==> config.mk <==
export PLATFORM = sky130hd
export DESIGN_NAME = flph_queue
export DESIGN_NICKNAME = d
export VERILOG_FILES = /design/src/rtl/core/flph_pkg.sv /design/src/rtl/core/flph_queue.sv
export SDC_FILE = /design/constraint.sdc
export NUM_CORES = 1
export LEC_CHECK = 0
export BUFFER_PORTS_ARGS = -buffer_cell sky130_fd_sc_hd__clkbuf_2
export CORE_UTILIZATION = 49
export CTS_CLUSTER_DIAMETER = 60
export DETAILED_ROUTE_END_ITERATION = 8
export HOLD_SLACK_MARGIN = 0.03
export PLACE_DENSITY = 0.85
export SYNTH_ARGS = -nofsm -noshare
export SYNTH_HDL_FRONTEND = slang
export SYNTH_SLANG_ARGS = --single-unit
==> constraint.sdc <==
create_clock -name i_clk -period 16.1 [get_ports i_clk]
set_input_delay 4.83 -clock i_clk [delete_from_list [all_inputs] [get_ports i_clk]]
set_output_delay 4.83 -clock i_clk [all_outputs]
set_load 0.05 [all_outputs]
==> src/rtl/core/flph_pkg.sv <==
// ----------------------------------------------------------------------------
// flph_pkg
// Shared types and constants of the FNV-1a linear probe hash table.
// ----------------------------------------------------------------------------
package flph_pkg;

    localparam int unsigned CAPACITY_DEF   = 64;
    localparam int unsigned KEY_BYTES_DEF  = 8;
    localparam int unsigned VALUE_BITS_DEF = 32;

    localparam logic [63:0] FNV_BASIS = 64'hcbf29ce484222325;
    localparam logic [63:0] FNV_PRIME = 64'h00000100000001b3;

    typedef enum logic [1:0] {
        ACT_LOOKUP = 2'd0,
        ACT_SET    = 2'd1,
        ACT_CLEAR  = 2'd2,
        ACT_NOP    = 2'd3
    } t_action;

    // request passed from the front end to the back end
    typedef struct packed {
        t_action     action;
        logic [63:0] key;
        logic [3:0]  len;
        logic [63:0] value;
        logic [63:0] hash;
    } t_req;

    typedef enum logic [2:0] {
        ST_IDLE,
        ST_READ,
        ST_CHECK,
        ST_DONE
    } t_be_state;

    typedef enum logic [1:0] {
        FS_IDLE,
        FS_MUL_LO,
        FS_MUL_HI
    } t_fe_state;

endpackage

==> src/rtl/core/flph_queue.sv <==
// ----------------------------------------------------------------------------
// flph_queue
// Two-entry request queue between the front end and the back end.
// ----------------------------------------------------------------------------
module flph_queue (
    input  logic           i_clk,
    input  logic           i_rst_n,
    input  logic           i_valid,
    output logic           o_ready,
    input  flph_pkg::t_req i_req,
    output logic           o_valid,
    input  logic           i_ready,
    output flph_pkg::t_req o_req
);
    import flph_pkg::*;

    t_req       r_mem [2];
    logic       r_wp, r_rp;
    logic [1:0] r_cnt;
    logic       w_wr, w_rd;

    assign o_ready = (r_cnt != 2'd2);
    assign o_valid = (r_cnt != 2'd0);
    assign o_req   = r_mem[r_rp];
    assign w_wr    = i_valid && o_ready;
    assign w_rd    = o_valid && i_ready;

    // pointers and fill level
    always_ff @(posedge i_clk) begin
        if (!i_rst_n) begin
            r_wp  <= 1'b0;
            r_rp  <= 1'b0;
            r_cnt <= 2'd0;
        end else begin
            if (w_wr) r_wp <= ~r_wp;
            if (w_rd) r_rp <= ~r_rp;
            r_cnt <= r_cnt + {1'b0, w_wr} - {1'b0, w_rd};
        end
    end

    always_ff @(posedge i_clk) begin
        if (w_wr) r_mem[r_wp] <= i_req;
    end

endmodule

Word-level counts from Yosys, hierarchy flattened
Memories as Yosys holds them, arrays and structs flattened. A register that Yosys moved wholly into a read port is not among the register bits. Cells that the tools add are included.

Reduce and logical (&&, ||, !) cells: 3. Mux-type cells: 4. Bitwise gates (word level): 2. Equality and inequality tests: 1. $add $sub $neg: 2.

Operator list (count): 2-to-1 mux 1 bit (4); adder 2 x 1 -> 2 bit (1); logical AND 1 bit (2); inequality test 2 bit, second input constant (1); inverter 1 bit (2); nonzero test 2 bit (1); subtractor 2 x 1 -> 2 bit (1).

Input port bits: 202. Memories kept: 1. Memory bits (writable): 396. Register bits: 4. Word-level logic and storage cells: 16. Output and inout bits: 200.

Memory list: r_mem (depth 2, width 198, read ports 1, clocked after Yosys merged registers in 1, write ports 1, RTL line flph_queue.sv:17) `t_req r_mem [2];`.

Logic depth before layout (Yosys ltp)
Word-level depth: 4. Depth in mapped cells: 8. Mapped depth without buffers: 8.

Worst setup path after synthesis
OpenSTA, ideal clock, no wires.

Path type: input to register. From: in i_valid. To: mem r_mem[0][0] in the netlist's numbering (enable). Cell stages on the path: 2. Path buffers: 0. Library setup time: 0.760 ns. Setup slack: 2.181 ns. Data arrival time: 13.159 ns. Path through: nand2_1 nor2_1.

Word-level cells in the longest chain between the ends: 3.

RTL lines: start, declared (RTL line flph_queue.sv:8) `input logic i_valid,`; logical AND 1 bit (RTL line flph_queue.sv:25) `assign w_wr = i_valid && o_ready;`; 2-to-1 mux 1 bit (RTL line flph_queue.sv:42) `if (w_wr) r_mem[r_wp] <= i_req;`; 2-to-1 mux 1 bit (implied by the code) (RTL line flph_queue.sv:42); end, declared (RTL line flph_queue.sv:17).

Every way passes these cells.

==> results.sh <==
export IMPL_result_of_the_run="complete, no violations"
export IMPL_io_pins=402
export IMPL_htree_levels=2
export IMPL_via_count=7522
export IMPL_placement_setup_worst_slack_ns=8.373
export IMPL_start_util=0.5013
export IMPL_number_of_warning_messages_in_the_yosys_log=0
export IMPL_first_pass_iters=5
export IMPL_routedWlPerCell_um=19.26
export IMPL_flow_area_growth_from_synthesis_pct=24.88
export IMPL_cp_start_kind="flip-flop"
export IMPL_post_route_cells_drive_above_1_share=0.6080
export IMPL_final_hold_violation_count=0
export IMPL_final_max_slew_viol_count=0
export IMPL_cts_path_max_buffers=3
export IMPL_tritoncts_clock_tree="built"
export IMPL_finalWorstSetupSlack_ns=7.870
export IMPL_cts_hold_fix_buffers=0
export IMPL_synth_largest_area_cell="edfxtp_1"
export IMPL_crit_chain="buf_4 > buf_4 > mux2_4 > clkbuf_2"
export IMPL_core_area_um2=29800
export IMPL_detail_route_antenna_nets=0
export IMPL_postSynthNetCount=844
export IMPL_critical_path_top_delay_family="buffers and inverters"
export IMPL_critical_path_arrival_ns=3.40
export IMPL_clk_latency_ns=0.52
export IMPL_worst_pin_slew_ns=1.129
export IMPL_vertical_die_dimension_um=176.6
export IMPL_drt_iter0_markers=452
export IMPL_post_route_util=0.6261
export IMPL_setup_tns_final_ns=0
export IMPL_grt_setup_unrepaired="no"
export IMPL_post_synth_main_area_contributors="edfxtp_1 (80%), mux2_4 (10%), mux2_2 (7.3%)"
export IMPL_dp_cells=1417
export IMPL_crit_path_frequent_cell="buf_4"
export IMPL_syn_area_um2=14940
export IMPL_min_path_type="reg -> reg"
export IMPL_power_per_cell_area_nw_per_um2=184.2
export IMPL_slowest_delay_ns=0.84
export IMPL_clk_pin_slew_ns=0.06
export IMPL_yosys_cell_types_count=18
export IMPL_synth_largest_type_area_fraction=0.7960
export IMPL_busiest_layer_in_global_routing="met2"
export IMPL_routed_wl_um=28750
export IMPL_post_dp_hpwl_um=19740
export IMPL_first_global_vias=7684
export IMPL_worst_setup_path_type="reg -> out"
export IMPL_vdd_ir_drop_worst_mv=0.1775
export IMPL_layout_cells_non_filler=1493
export IMPL_grt_ovfl_total=0
export IMPL_gp_congestion=0.7966
export IMPL_viasPerCell=5.038
export IMPL_final_min_clock_period_ns=8.230
export IMPL_buffer_ports_inserted=401
export IMPL_worst_setup_path_end_kind="output pin"
export IMPL_critical_path_slowest_cell="buf_4"
export IMPL_postCtsResizedCells=0
export IMPL_timing_critical_path_buf_inv=3
export IMPL_finalCritPeriodShare=0.5112
export IMPL_synth_yosys_seq_area_share=0.8027
export IMPL_setup_violations_final=0
export IMPL_max_cap_violations=0
export IMPL_grt_util_met1=0.2044
export IMPL_post_synth_inst_count=640
export IMPL_grt_pass1_wl_um=41830
export IMPL_post_cts_setup_buffers=0
export IMPL_placementRows=63
export IMPL_dieArea_um2=31190
export IMPL_static_leakage_power_nw=7.243
export IMPL_clock_sink_count=401
export IMPL_global_route_usage_met3=0.06352
export IMPL_crit_path_max_fanout=56
export IMPL_cts_buffers=42
export IMPL_max_slew_margin=0.2475
export IMPL_globalRouteMet2Util=0.3025
export IMPL_drt_drc_violations_left=0
export IMPL_initial_antenna_violation_count=1
export IMPL_root_buffer="clkbuf_16"
export IMPL_grt_max_degree=83
export IMPL_total_of_flip_flops_plus_latches_after_synthesis=401
export IMPL_floorplan_die_width_um=176.6
export IMPL_data_required_time_at_the_worst_endpoint_ns=11.27
export IMPL_final_setup_skew_ns=0.01097
export IMPL_synth_area_per_cell_um2=23.34
export IMPL_fill_cells=2064
export IMPL_gr_usage_all_layers=0.1777
export IMPL_layout_nets=1275
export IMPL_peak_freq_mhz=121.5
==> per-layer routing <==
metal	vias to the layer above	share of wire
met4	0	0.029
met2	373	0.50
met1	3662	0.37
met5	-	0
li1	3421	-
met3	66	0.096
==> layout by cell type (no fill, tap or decap) <==
| master | netlist | routed |
|---|---|---|
| inv_8 | 0 | 1 |
| buf_4 | 0 | 8 |
| clkbuf_16 | 0 | 43 |
| clkbuf_1 | 0 | 5 |
| nor2b_1 | 2 | 2 |
| nor2_4 | 0 | 1 |
| clkinv_8 | 0 | 1 |
| edfxtp_1 | 396 | 396 |
| inv_1 | 1 | 1 |
| o21a_1 | 1 | 1 |
| clkinvlp_4 | 0 | 2 |
| diode_2 | 0 | 1 |
| mux2_2 | 97 | 97 |
| bufinv_16 | 0 | 4 |
| and2_1 | 2 | 2 |
| mux2_4 | 101 | 101 |
| dfxtp_4 | 0 | 1 |
| clkinv_2 | 0 | 6 |
| nand2_1 | 2 | 2 |
| clkinv_1 | 0 | 11 |
| dfxtp_1 | 5 | 4 |
| or2_2 | 1 | 1 |
| inv_6 | 0 | 2 |
| mux2i_1 | 1 | 1 |
| ha_1 | 2 | 2 |
| nand2b_1 | 2 | 2 |
| clkbuf_2 | 0 | 401 |
| xnor2_1 | 3 | 3 |
| and3_4 | 0 | 1 |
==> through the flow <==
step	total power [mW]	instance area, um2	hold slack [ns]
floorplan	2.350	14940	0.4549
global placement	2.516	17310	0.5027
detailed placement	2.537	17310	0.5231
CTS	3.469	18650	0.5489
global route	3.550	18650	0.5651
finish	3.436	18650	0.5531
==> final timing paths <==
| path | to | cells after the start | slack [ns] | startpoint |
|---|---|---|---|---|
| max reg2reg | r_mem[0][156] | 5 | 13.14 | r_cnt[0] |
| min reg2reg | flip-flop | 2 | 0.55 | r_rp |
| max | o_req[123] | 4 | 7.87 | flip-flop |
| min | flip-flop | 2 | 0.55 | r_rp |
==> cells by family (layout without fill, tap and decap cells) <==
| logic type | Yosys count | after routing | share of synthesized area |
|---|---|---|---|
| flip-flops | 401 | 401 | 0.8027 |
| adder cells (fa/ha/maj) | 2 | 2 | 0.001675 |
| AO/OA/AOI/OAI | 1 | 1 | 0.0005027 |
| other | 0 | 1 | 0 |
| multiplexers | 199 | 199 | 0.1753 |
| AND/OR/NAND/NOR | 11 | 11 | 0.004104 |
| XOR/XNOR | 3 | 3 | 0.001759 |
| buffers and inverters | 23 | 485 | 0.01390 |
==> power breakdown <==
group          leakage (nW)  total, mW  switching, mW  internal, mW
Combinational          2.85       1.15          0.820         0.333
Sequential             3.74       1.36         0.0430          1.31
Clock                 0.655      0.926          0.372         0.554
Total                  7.24       3.44           1.24          2.20
==> worst min-delay path: stages, from the launching register on <==
cell,delay (ns)
dfxtp_1,0.33
xnor2_1,0.09
nor2b_1,0.10
==> layout make-up <==
| class | instances | area (um2) | share of cell area |
|---|---|---|---|
| repair buffers | 409 | 2067 | 0.1108 |
| clock buffers | 48 | 1095 | 0.05869 |
| flip-flops and latches | 401 | 12000 | 0.6430 |
| diodes | 1 | 2.502 | 0.0001341 |
| inverters | 1 | 3.754 | 0.0002012 |
| well taps | 390 | 488.0 | 0.02616 |
| multi-input cells | 216 | 2751 | 0.1475 |
| clock inverters | 27 | 251.5 | 0.01348 |
==> registers in the layout, indices dropped and copies added (netlist names), named ones only <==
register / flops
r_mem: 396
r_rp: 1
r_cnt: 2
r_wp: 1
==> synth_stat cells, drive strengths merged <==
| library cell | instances |
|---|---|
| nand2 | 2 |
| mux2 | 198 |
| o21a | 1 |
| edfxtp | 396 |
| and2 | 2 |
| or2 | 1 |
| nor2 | 1 |
| dfxtp | 5 |
| nor2b | 2 |
| nand2b | 2 |
| and3 | 1 |
| buf | 22 |
| xnor2 | 3 |
| inv | 1 |
| ha | 2 |
| mux2i | 1 |
Power figures use the tool's default switching activity.
