File: src/rtl/core/flph_pkg.sv
// ----------------------------------------------------------------------------
// flph_pkg
// Shared types and constants of the FNV-1a linear probe hash table.
// ----------------------------------------------------------------------------
package flph_pkg;

    localparam int unsigned CAPACITY_DEF   = 64;
    localparam int unsigned KEY_BYTES_DEF  = 8;
    localparam int unsigned VALUE_BITS_DEF = 32;

    localparam logic [63:0] FNV_BASIS = 64'hcbf29ce484222325;
    localparam logic [63:0] FNV_PRIME = 64'h00000100000001b3;

    typedef enum logic [1:0] {
        ACT_LOOKUP = 2'd0,
        ACT_SET    = 2'd1,
        ACT_CLEAR  = 2'd2,
        ACT_NOP    = 2'd3
    } t_action;

    // request passed from the front end to the back end
    typedef struct packed {
        t_action     action;
        logic [63:0] key;
        logic [3:0]  len;
        logic [63:0] value;
        logic [63:0] hash;
    } t_req;

    typedef enum logic [2:0] {
        ST_IDLE,
        ST_READ,
        ST_CHECK,
        ST_DONE
    } t_be_state;

    typedef enum logic [1:0] {
        FS_IDLE,
        FS_MUL_LO,
        FS_MUL_HI
    } t_fe_state;

endpackage

File: src/rtl/core/flph_front.sv
// ----------------------------------------------------------------------------
// flph_front
// Accepts requests, normalises the key and hashes it with FNV-1a one byte at
// a time, the prime multiply split into a shift by 40 and a x 0x1b3 step.
// ----------------------------------------------------------------------------
module flph_front #(
    parameter int unsigned KEY_BYTES  = flph_pkg::KEY_BYTES_DEF,
    parameter int unsigned VALUE_BITS = flph_pkg::VALUE_BITS_DEF
) (
    input  logic            i_clk,
    input  logic            i_rst_n,
    input  logic            i_push,
    output logic            o_full,
    input  logic [1:0]      i_action,
    input  logic [63:0]     i_key_bytes,
    input  logic [3:0]      i_key_length,
    input  logic [31:0]     i_new_value,
    output logic            o_valid,
    input  logic            i_ready,
    output flph_pkg::t_req  o_req
);
    import flph_pkg::*;

    t_fe_state   r_state, n_state;
    t_req        r_req;
    logic [3:0]  r_idx;
    logic [63:0] r_h;
    logic [63:0] r_x;
    logic        r_out_valid;

    logic [3:0]  w_len;
    logic [63:0] w_mask;
    logic [63:0] w_val_mask;
    logic [7:0]  w_byte;

    // saturate length and mask stray key bits
    always_comb begin
        w_len = (i_key_length > 4'(KEY_BYTES)) ? 4'(KEY_BYTES) : i_key_length;
        w_mask = (w_len == 4'd0) ? 64'd0 : (64'hffffffffffffffff >> (7'd64 - {w_len, 3'b000}));
        w_val_mask = 64'hffffffffffffffff >> (64 - VALUE_BITS);
        w_byte = r_req.key[{r_idx[2:0], 3'b000} +: 8];
    end

    assign o_full  = (r_state != FS_IDLE) || r_out_valid;
    assign o_valid = r_out_valid;
    assign o_req   = r_req;

    // next state
    always_comb begin
        n_state = r_state;
        unique case (r_state)
            FS_IDLE:   if (i_push && !o_full) n_state = FS_MUL_LO;
            FS_MUL_LO: if (r_idx != r_req.len) n_state = FS_MUL_HI;
                       else n_state = FS_IDLE;
            FS_MUL_HI: n_state = FS_MUL_LO;
            default:   n_state = FS_IDLE;
        endcase
    end

    always_ff @(posedge i_clk) begin
        if (!i_rst_n) begin
            r_state     <= FS_IDLE;
            r_out_valid <= 1'b0;
        end else begin
            r_state <= n_state;
            if (r_state == FS_MUL_LO && r_idx == r_req.len)
                r_out_valid <= 1'b1;
            else if (r_out_valid && i_ready)
                r_out_valid <= 1'b0;
        end
    end

    // hash datapath: h = (h ^ b) * prime, prime = 2^40 + 0x1b3
    always_ff @(posedge i_clk) begin
        unique case (r_state)
            FS_IDLE: begin
                if (i_push && !o_full) begin
                    r_req.action <= t_action'(i_action);
                    r_req.key    <= i_key_bytes & w_mask;
                    r_req.len    <= w_len;
                    r_req.value  <= {32'd0, i_new_value} & w_val_mask;
                    r_h          <= FNV_BASIS;
                    r_idx        <= 4'd0;
                end
            end
            FS_MUL_LO: begin
                if (r_idx == r_req.len) begin
                    r_req.hash <= r_h;
                end else begin
                    r_x <= r_h ^ {56'd0, w_byte};
                    r_h <= (r_h ^ {56'd0, w_byte}) << 40;
                end
            end
            FS_MUL_HI: begin
                r_h   <= r_h + 64'(r_x * 64'h1b3);
                r_idx <= r_idx + 4'd1;
            end
            default: ;
        endcase
    end

endmodule

File: config.mk
export PLATFORM = sky130hd
export DESIGN_NAME = flph_front
export DESIGN_NICKNAME = d
export VERILOG_FILES = /design/src/rtl/core/flph_pkg.sv /design/src/rtl/core/flph_front.sv
export SDC_FILE = /design/constraint.sdc
export NUM_CORES = 1
export LEC_CHECK = 0
export BUFFER_PORTS_ARGS = -buffer_cell sky130_fd_sc_hd__buf_4
export CORE_UTILIZATION = 45
export DETAILED_ROUTE_END_ITERATION = 10
export PLACE_DENSITY = 0.67
export SKIP_LAST_GASP = 1
export SYNTH_ARGS = -nofsm -noshare
export SYNTH_HDL_FRONTEND = slang
export SYNTH_SLANG_ARGS = --single-unit
File: constraint.sdc
create_clock -name i_clk -period 5.38 [get_ports i_clk]
set_input_delay 0.538 -clock i_clk [delete_from_list [all_inputs] [get_ports i_clk]]
set_output_delay 0.538 -clock i_clk [all_outputs]
set_load 0.02 [all_outputs]
# Yosys cells after proc, flatten, opt, wreduce, memory -nomap -nowiden

Cells that the tools add are included.
W data, S select, Z words.

Bits of input ports: 106
Output and inout port bits: 200
Register bits after elaboration: 301

Reductions and logical operators: 16
Bitwise logic cells: 3
Equality and inequality tests: 6
$add $sub $neg: 3
$lt $le $gt $ge: 1
Shift operators: 2
Multiplexer cells: 12
$mul: 1

Operators with widths:

| cell                    | count |
|---|---|
| $mux W64                | 3 |
| $pmux W64 S3            | 1 |
| $add A64 B64 Y64        | 1 |
| $and A64 B64 Y64        | 1 |
| $mul A64 B9 Y64 const B | 1 |
| $shiftx A64 B7 Y8       | 1 |
| $shr A64 B7 Y64 const A | 1 |
| $xor A64 B8 Y64         | 1 |
| $mux W4                 | 2 |
| $pmux W4 S2             | 1 |
| $reduce_and A2 Y1       | 4 |
| $sub A7 B7 Y7 const A   | 1 |
| $pmux W2 S3             | 1 |
| $reduce_bool A2 Y1      | 3 |
| $add A4 B1 Y4 const B   | 1 |
| $eq A4 B4 Y1            | 1 |
| $gt A4 B4 Y1 const B    | 1 |
| $logic_not A4 Y1        | 1 |
| $mux W2                 | 2 |
| $ne A2 B2 Y1 const B    | 2 |
| $ne A4 B4 Y1            | 1 |
| $logic_and A1 B1 Y1     | 3 |
| $reduce_and A3 Y1       | 1 |
| $reduce_bool A3 Y1      | 1 |
| other kinds (7)         | 8 |

# Depth between registers and ports, before layout

Depth in word-level cells: 6
Gate-level depth with buffers: 22
Gate-level depth less buffers: 20

# Least setup slack after synthesis

Ideal clock, no wire load.

Path kind: register to register
Start point: reg r_x[22]
End point: reg r_h[56] (data pin)
Required time: 5,119 ps
Path slack: 43 ps
Arrival time: 5,076 ps
Clock period less this slack: 5,337 ps
Cell stages (with the launch flop): 22
Library setup time: 261 ps
Cell sequence: edfxtp_1 ha_1 clkbuf_1 xor2_1 ha_1 a21o_1 fa_1 inv_1 fa_1 fa_1 inv_1 ha_1 a21o_1 a21o_1 a221oi_2 inv_1 a221o_1 a21oi_4 o21ai_2 a211oi_2 xnor2_1 a221o_1

Word-level cells in the longest chain between the ends: 3

Ends and longest elaborated chain:

| what                   | line             | source |
|---|---|---|
| start, declared        | flph_front.sv:28 | `logic [63:0] r_x;` |
| start signal, assigned | flph_front.sv:90 | `r_x <= r_h ^ {56'd0, w_byte};` |
| $mul A64 B9 Y64        | flph_front.sv:95 | `r_h <= r_h + 64'(r_x * 64'h1b3);` |
| $add A64 B64 Y64       | flph_front.sv:95 |  |
| $pmux W64 S3           | flph_front.sv:75 | `unique case (r_state)` |
| end signal, assigned   | flph_front.sv:91 | `r_h <= (r_h ^ {56'd0, w_byte}) << 40;` |
| end signal, assigned   | flph_front.sv:95 |  |
| end, declared          | flph_front.sv:27 | `logic [63:0] r_h;` |

Every way passes these cells.
A chain may end at the register's enable or synchronous reset.

# Worst setup path in the final report

Start point: reg r_x[31]
End point: reg r_h[56] (data pin)

Same word-level chain as after synthesis.

==> qor.csv <==
metric,value,unit
grt_use_total,24.30,%
hpwl,51780,µm
num-fill-cells,4332,
htree_levels,2,
grt_setup_unrepaired,yes,
seq_area_frac_synth,37.70,%
numCtsBuffers,38,
clk_latency,580,ps
yosysWarnings,0,
end_kind,flop,
relSlewSlack,17.74,%
crit_type,reg2reg,
setup-violations-final,4,
io_buffer_count,273,
ys_async_sr_fraction,0,%
drc,0,
final_util,58.72,%
initial_core_util,45.47,%
synthXorXnorAreaFrac,5.681,%
gr-total-overflow,0,
wire_per_inst,19.54,µm
hold_path.class,in2reg,
num_vias,16821,
nNetsFinal,3119,
cp_max_fo,4,
critPathLaunchType,flop,
cts_tree,done,
cts_sinks,301,
die_y,232.4,µm
crit_top_cell,fa_1,
hold_viol_final,0,
fin_skew,32.93,ps
final_layout_size_suffix_gt1_share,30.28,%
grt_max_degree,70,
pin_count,306,
fin_crit,5419,ps
synth_simple_gate_area_share,6.990,%
final_cell_mix,"buf_4, inv_1, edfxtp_1",
slowest_delay,550,ps
clk_pin_slew_worst_paths,60,ps
syn2layout_area_growth,29.13,%
violations,setup timing,
synth_top_family_by_area,adder cells,
grt_pass1_wl,99420,µm
yosysUniqueCellTypes,62,
setup_slack,-38.52,ps
fp.coreArea,52550,µm²
worst_pin_slew,1234,ps
grt_pass1_vias,17931,
path_cells,ha_4 -> buf_4 -> fa_2 -> fa_1 -> inv_1 -> fa_1 -> fa_1 -> inv_2 -> ha_4 -> buf_6 -> nand2_4 -> nor2_4 -> a221oi_2 -> inv_1 -> a221o_1 -> a21oi_4 -> o21ai_2 -> a211oi_2 -> xnor2_1 -> a221o_1,
route.final.wire_length,64850,µm
synth_edf_count,298,
placed_area,27920,µm²
dp.cells,3211,
syn_area_per_cell,11.27,µm²
antenna_found_initial,1,
syn_area,23900,µm²
max_freq,0.1846,GHz
period_share,100.7,%
dr.first_iter.drc_count,951,
ant_nets,0,
cts-root-buf,clkbuf_16,
netlist_instances,2121,
ys_ff_latch,301,
tns,-100.8,ps
synth.mux.area_fraction,2.052,%
row_count,84,
stdcell_area,30860,µm²
arrival,5730,ps
clk_path_buf_depth,3,
stdcell_count,3318,
cpMaxStageDelayCell,fa_1,
synth_compound_area_share,8.791,%
cp.required,5690,ps
max_cap_violations,0,
drv_slew,0,
vias_per_cell,5.070,
detail_route.first_pass.iterations,5,
layout_commonest_cell,buf_4,
dieArea,54030,µm²
synthAdderAreaFrac,29.28,%
synth_flop_cell,edfxtp_1,
outcome,"complete, but fails checks",
gp_congestion,0.9400,
die_w,232.4,µm
## final timing paths
kind,startpoint,end,slack (ps),cells after the start
min reg2reg,o_valid,o_valid,500,2
min,i_action[1],o_req[197],140,1
max reg2reg,r_x[31],r_h[56],-40,20
max,r_x[31],r_h[56],-40,20
## registers in the layout, summed over array words and instances, names as in the netlist
name	flops
o_valid	1
o_req	166
r_x	64
r_h	64
r_state	2
r_idx	4
## critical path: cells and delay by family (launching register included)
family	cells	cell delay, ps
adder cells (fa/ha/maj)	6	2530
AO/OA/AOI/OAI	6	1530
flip-flops	1	470
buffers and inverters	5	420
AND/OR/NAND/NOR	2	110
XOR/XNOR	1	110
## cell type report
cell class,count,area [µm²],area share (%)
clock buffers,50,1027,3.329
clock inverters,20,173.9,0.5636
well taps,688,860.8,2.790
flip-flops and latches,301,9009,29.19
multi-input cells,1280,14150,45.87
repair buffers,504,3846,12.46
diodes,1,2.502,0.008109
inverters,474,1785,5.786
## layer usage
metal / GRT usage [%] / vias up / wire length (µm)
li1: - / 7830 / -
met3: 6.336 / 127 / 5016
met5: 0 / - / 0
met2: 41.36 / 594 / 31970
met1: 29.40 / 8270 / 25530
met4: 9.272 / 0 / 2332
## cell usage after synthesis, drive strengths merged, types with 18 or more instances
master | number | area [µm²]
fa | 242 | 4845
buf | 38 | 266.5
edfxtp | 298 | 8949
xnor2 | 101 | 884.6
nor2b | 29 | 181.4
o21ai | 85 | 432.9
nor2 | 59 | 221.5
nand4 | 18 | 112.6
a21oi | 84 | 442.9
clkbuf | 59 | 222.7
xor2 | 54 | 473.0
ha | 172 | 2152
and2 | 68 | 425.4
nand2 | 93 | 349.1
inv | 474 | 1779
a21o | 58 | 435.4
## cell families (layout without fill, tap and decap cells)
kind of cell | count (synthesis) | after routing
AOI/OAI and AO/OA | 321 | 321
xor gates and xnor gates | 155 | 155
adders and majority gates | 414 | 414
buffers and inverters | 571 | 1048
DFF | 301 | 301
muxes | 29 | 29
other | 1 | 33
and+or+nand+nor | 329 | 329
## per-stage QoR
stage,setup slack [ps],hold WS (ps)
5_1_grt,-247.3,130.1
2_1_floorplan,43.23,445.0
4_1_cts,-40.63,112.1
6_report,-38.52,140.7
3_5_place_dp,-277.8,501.4
3_3_place_gp,-183.3,498.0
## timing repair
action                                  in CTS  in global routing
pin swaps                                   53                 63
gates resized for setup                    102                168
endpoints found under the setup margin      23                 34
hold buffers                                 0                  0
buffers inserted                            14                 25
Power is not shown: default switching activity piles up to over one toggle a cycle in this logic, so the estimate is an artifact.
